--- src/hdl/polyline_mean_distance_simplify_unit_assert.svh ---
// assertion macros shared by the simplifier rtl
`ifndef POLYLINE_MEAN_DISTANCE_SIMPLIFY_UNIT_ASSERT_SVH
`define POLYLINE_MEAN_DISTANCE_SIMPLIFY_UNIT_ASSERT_SVH

// same-cycle implication, sampled on clk, off while arst_n is low
`define PMDS_ASSERT_IMPL(name, ante, cons) \
	name: assert property (@(posedge clk) disable iff (!arst_n) (ante) |-> (cons)) \
		else $error("pmds same-cycle check failed");

// next-cycle implication, sampled on clk, off while arst_n is low
`define PMDS_ASSERT_NEXT(name, ante, cons) \
	name: assert property (@(posedge clk) disable iff (!arst_n) (ante) |=> (cons)) \
		else $error("pmds next-cycle check failed");

`endif

--- src/hdl/pmds_ram.sv ---
// generic simple dual-port ram with registered read
`timescale 1ns / 1ps

module pmds_ram #(
	parameter int WIDTH = 8,
	parameter int DEPTH = 16
) (
	input  logic                     clk,
	input  logic                     wr_en,
	input  logic [$clog2(DEPTH)-1:0] wr_addr,
	input  logic [WIDTH-1:0]         wr_data,
	input  logic                     rd_en,
	input  logic [$clog2(DEPTH)-1:0] rd_addr,
	output logic [WIDTH-1:0]         rd_data
);

	logic [WIDTH-1:0] mem [DEPTH];

	// write port and registered read port
	always_ff @(posedge clk) begin
		if (wr_en) begin
			mem[wr_addr] <= wr_data;
		end
		if (rd_en) begin
			rd_data <= mem[rd_addr];
		end
	end

endmodule

--- config.mk ---
export PLATFORM = sky130hd
export DESIGN_NAME = pmds_ram
export DESIGN_NICKNAME = d
export VERILOG_FILES = /design/src/hdl/polyline_mean_distance_simplify_unit_assert.svh /design/src/hdl/pmds_ram.sv
export SDC_FILE = /design/constraint.sdc
export NUM_CORES = 1
export LEC_CHECK = 0
export BUFFER_PORTS_ARGS = -buffer_cell sky130_fd_sc_hd__buf_2
export CAP_MARGIN = 25
export CORE_ASPECT_RATIO = 1.4
export CORE_MARGIN = 2
export CORE_UTILIZATION = 49
export DETAILED_ROUTE_END_ITERATION = 10
export PLACE_DENSITY_LB_ADDON = 0.3
export REMOVE_ABC_BUFFERS = 1
export SLEW_MARGIN = 20
export SYNTH_ARGS = -nofsm -noshare
export SYNTH_HDL_FRONTEND = slang
export SYNTH_SLANG_ARGS = --single-unit
--- constraint.sdc ---
create_clock -name clk -period 3.04 [get_ports clk]
set_clock_uncertainty 0.2 [all_clocks]
set_input_delay 0.304 -clock clk [delete_from_list [all_inputs] [get_ports clk]]
set_output_delay 0.304 -clock clk [all_outputs]
set_load 0.01 [all_outputs]
Word level (Yosys, flattened, before mapping)
Memories as Yosys holds them, arrays and structs flattened. A register that Yosys moved wholly into a read port is not among the register bits.
Index checks and enable logic that the tools add are counted.
{ "word_totals": {"register_bits": 0, "ram_bits": 128, "input_bits": 19, "out_inout_bits": 8, "n_memories": 1} }
{ "classes": {"n_mux": 2} }
{ "mem_list": {"columns": ["memory", "words", "word_bits", "read_ports", "rd_ports_with_merged_regs", "write_ports", "line", "source"], "rows": [
  ["mem", 16, 8, 1, 1, 1, "pmds_ram.sv:17", "logic [WIDTH-1:0] mem [DEPTH];"]
]} }
{ "op_table": {"columns": ["cell", "count"], "rows": [
  ["2-to-1 mux 1 bit", 2]
]} }

Longest topological paths before layout
{ "logic_depth": {"word_depth": 2, "depth_mapped": 5, "ltp_nobuf": 3} }

Worst setup path before layout
OpenSTA, ideal clock, no wires.
{ "synth_path": {"kind": "input-to-reg", "start": "in wr_addr[2]", "end": "mem mem[0][0], enable pin", "setup_ns": 0.383, "arrival_time_ns": 1.414, "required_time_ns": 2.457, "setup_slack_ns": 1.043, "path_stages": 2, "n_path_buf": 0, "cell_sequence": "or3b_2 -> nor3_1"} }
{ "synth_lines": {"columns": ["element", "line", "source"], "rows": [
  ["from (decl)", "pmds_ram.sv:10", "input logic [$clog2(DEPTH)-1:0] wr_addr,"],
  ["to (decl)", "pmds_ram.sv:17", null]
]} }
No word-level cell before the write port.

==> metrics.txt <==
YS warnings 0; # H-tree levels 4; first-pass GRT wire length 14680 um; CTS sink cnt 136; Area after DPL 5577 um^2; Iter 0 DRT Violations 228; Die Height 126.2 um; CP cell instances buf_2 -> mux4_1 -> a22oi_1 -> nand2_1; core area 10410 um^2; crit path launch rd_addr[0]; post-route cell area 6187 um^2; Starting Density 50.24%; Sequential Area 4084 um^2; outcome completed; CP top delay family multiplexers; Worst R2R End rd_data[3]; Avg Cell Area, Syn 22.83 um^2; Flop pwr share 48.2%; sequential cell area fraction in the yosys report 78.12%; worst min-delay path class input port to flop; PwrDens 712.0 nW/um^2; WP buf/inv 1; Final #Nets 299; top cells by area, synth edfxtp_1, mux4_2, mux4_1, a22oi_1, nor2_1; clk_lat worst skew 410 ps; vias in the first global route 2484; internal reg-to-reg setup slack 1260 ps; CTS buffer count 17; CTS Hold Buffers Added 0; switching pwr 846.3 uW; Clock power frac 47.4%; max_slew headroom 38.56%; leakage power 2.086 nW; critical path class input port to flop; layout cells sized above 1 30.38%; cell taking the most area after synthesis edfxtp_1; Critical Path AT 1850 ps; Worst setup SP type input port; Vias 2431; post-CTS setup repair buffer count 0; Die Wd 91.30 um; CP max-delay cell mux4_1; Port-buffer cells 26; drt drc 0; Final Cycle Share 62.75%; io pins 27; routability cong. 0.7346; final hold vios 0; stages on the worst setup path 4; Place WS 690.0 ps; CTS tree built; sw frac 19.21%; num rows 44; max-slew violation count 0; Post-Syn Instances 229; post-CTS sizing 0; all-layer global routing usage 18.59%; Final Critical Period 1908 ps; Worst VDD drop 0.0005403 V; ant diodes 0; Critical Path Fanout Max 18; Int Power 3.559 mW; Final HPWL DP 6310 um; Die Area 11520 um^2; RSZ-0062 raised after global routing false; count of different cell masters after synthesis 18; via density per instance 5.640; routed wire length 9782 um; Max-Cap Viols 0; Yosys top cell area share 78.12%; initial antenna violation count 0; reg2reg start mem[1][3]; worst setup path end rd_data[3]; Final WS setup 1132 ps; Fill cells 744; CTS Buffer Depth 2; CTS Root Cell clkbuf_16; antenna viol nets, final 0; CP peak stage delay 670 ps; Crit. End Element flop; largest net degree at the start of global routing 19; clock-pin slew of the registers on the worst-case setup and hold paths 60 ps; Peak Freq 524.2 MHz; DRT Pass-1 Iters 4; Worst-Margin Slew 918.2 ps; multi-input logic area 1057 um^2; Worst Reg-to-Reg Cells 3; Post-Syn Area 5228 um^2; grt ovf 0; #FFs+latches synth 136; wire per inst 22.70 um; Critical Path RT 2980 ps; final setup fails 0; post-route setup TNS 0 ps; Gate power share 4.4%; Syn-to-layout area delta 18.36%
[synth_stat cells]
| cell | instances |
|---|---|
| a22oi_1 | 16 |
| and2_1 | 1 |
| and2b_1 | 1 |
| buf_2 | 3 |
| buf_4 | 1 |
| buf_6 | 3 |
| clkdlybuf4s25_2 | 3 |
| edfxtp_1 | 136 |
| mux4_1 | 14 |
| mux4_2 | 18 |
| nand2_1 | 9 |
| nand2b_1 | 2 |
| nand3_1 | 1 |
| nand3b_1 | 2 |
| nor2_1 | 13 |
| nor2b_1 | 1 |
| nor3_1 | 4 |
| or3b_2 | 1 |
[power groups by stage]
stage	Combinational, mW	Sequential, mW	Clock (mW)
after detailed placement	0.194	2.16	0
after global placement	0.190	2.16	0
after global routing	0.208	2.13	2.19
after floorplan	0.0842	2.16	0
final	0.192	2.12	2.09
after CTS	0.195	2.12	2.12
[metrics by stage]
stage | instances | power, mW | util [%] | hold WS [ps]
4_1_cts | 431 | 4.434 | 59.46 | 36.83
6_report | 431 | 4.405 | 59.46 | 51.72
3_3_place_gp | 399 | 2.351 | 53.60 | 468.9
3_5_place_dp | 399 | 2.357 | 53.60 | 467.6
5_1_grt | 431 | 4.528 | 59.46 | 40.36
2_1_floorplan | 219 | 2.249 | - | 202.9
[registers in the layout, summed over array words and instances, names as in the netlist]
register  flops
mem         128
rd_data       8
[worst reg2reg max path, stage by stage (launching register included)]
cell,delay [ps]
edfxtp_1,360
mux4_1,550
a22oi_1,280
nand2_1,120
[layout by cell type (no fill, tap or decap), drive strengths merged, types with 2 or more instances in the layout]
master	netlist	routed
clkinvlp	0	3
mux4	32	32
nand2b	2	2
clkbuf	0	19
a22oi	16	16
clkinv	0	5
buf	7	42
edfxtp	136	136
bufinv	0	4
nand2	9	9
nand3b	2	2
nor2	13	13
nor3	4	4
[final cells by class]
type	count	area share, %
multi-input cells	83	17.09
well taps	138	2.791
repair buffers	42	4.247
clock buffers	19	6.997
clock inverters	13	2.872
flip-flops and latches	136	66.01
[cell families (layout without fill, tap and decap cells)]
kind of cell | Yosys count | after routing | share of synthesized area [%]
flops | 136 | 136 | 78.12
simple gates | 35 | 35 | 3.136
buf+inv | 10 | 74 | 1.651
compound gates | 16 | 16 | 2.298
mux | 32 | 32 | 14.79
[metal layers]
layer / up-vias / global-route usage [%] / routed length [um]
met1: 1259 / 23.62 / 4097
met2: 71 / 29.76 / 5071
met4: 0 / 9.091 / 178
met5: - / 0 / 0
li1: 1089 / - / -
met3: 12 / 5.144 / 434
[worst min path at each step]
| stage | startpoint | to | depth (start not counted) |
|---|---|---|---|
| after floorplan | wr_data[0] | mem[0][0] | 0 |
| after global placement | rd_en | rd_data[2] | 1 |
| after detailed placement | rd_en | rd_data[2] | 1 |
| after CTS | rd_en | rd_data[2] | 1 |
| after global routing | rd_en | rd_data[2] | 1 |
| final | rd_en | rd_data[2] | 1 |
Note: power is estimated with default switching activity, not from simulation.
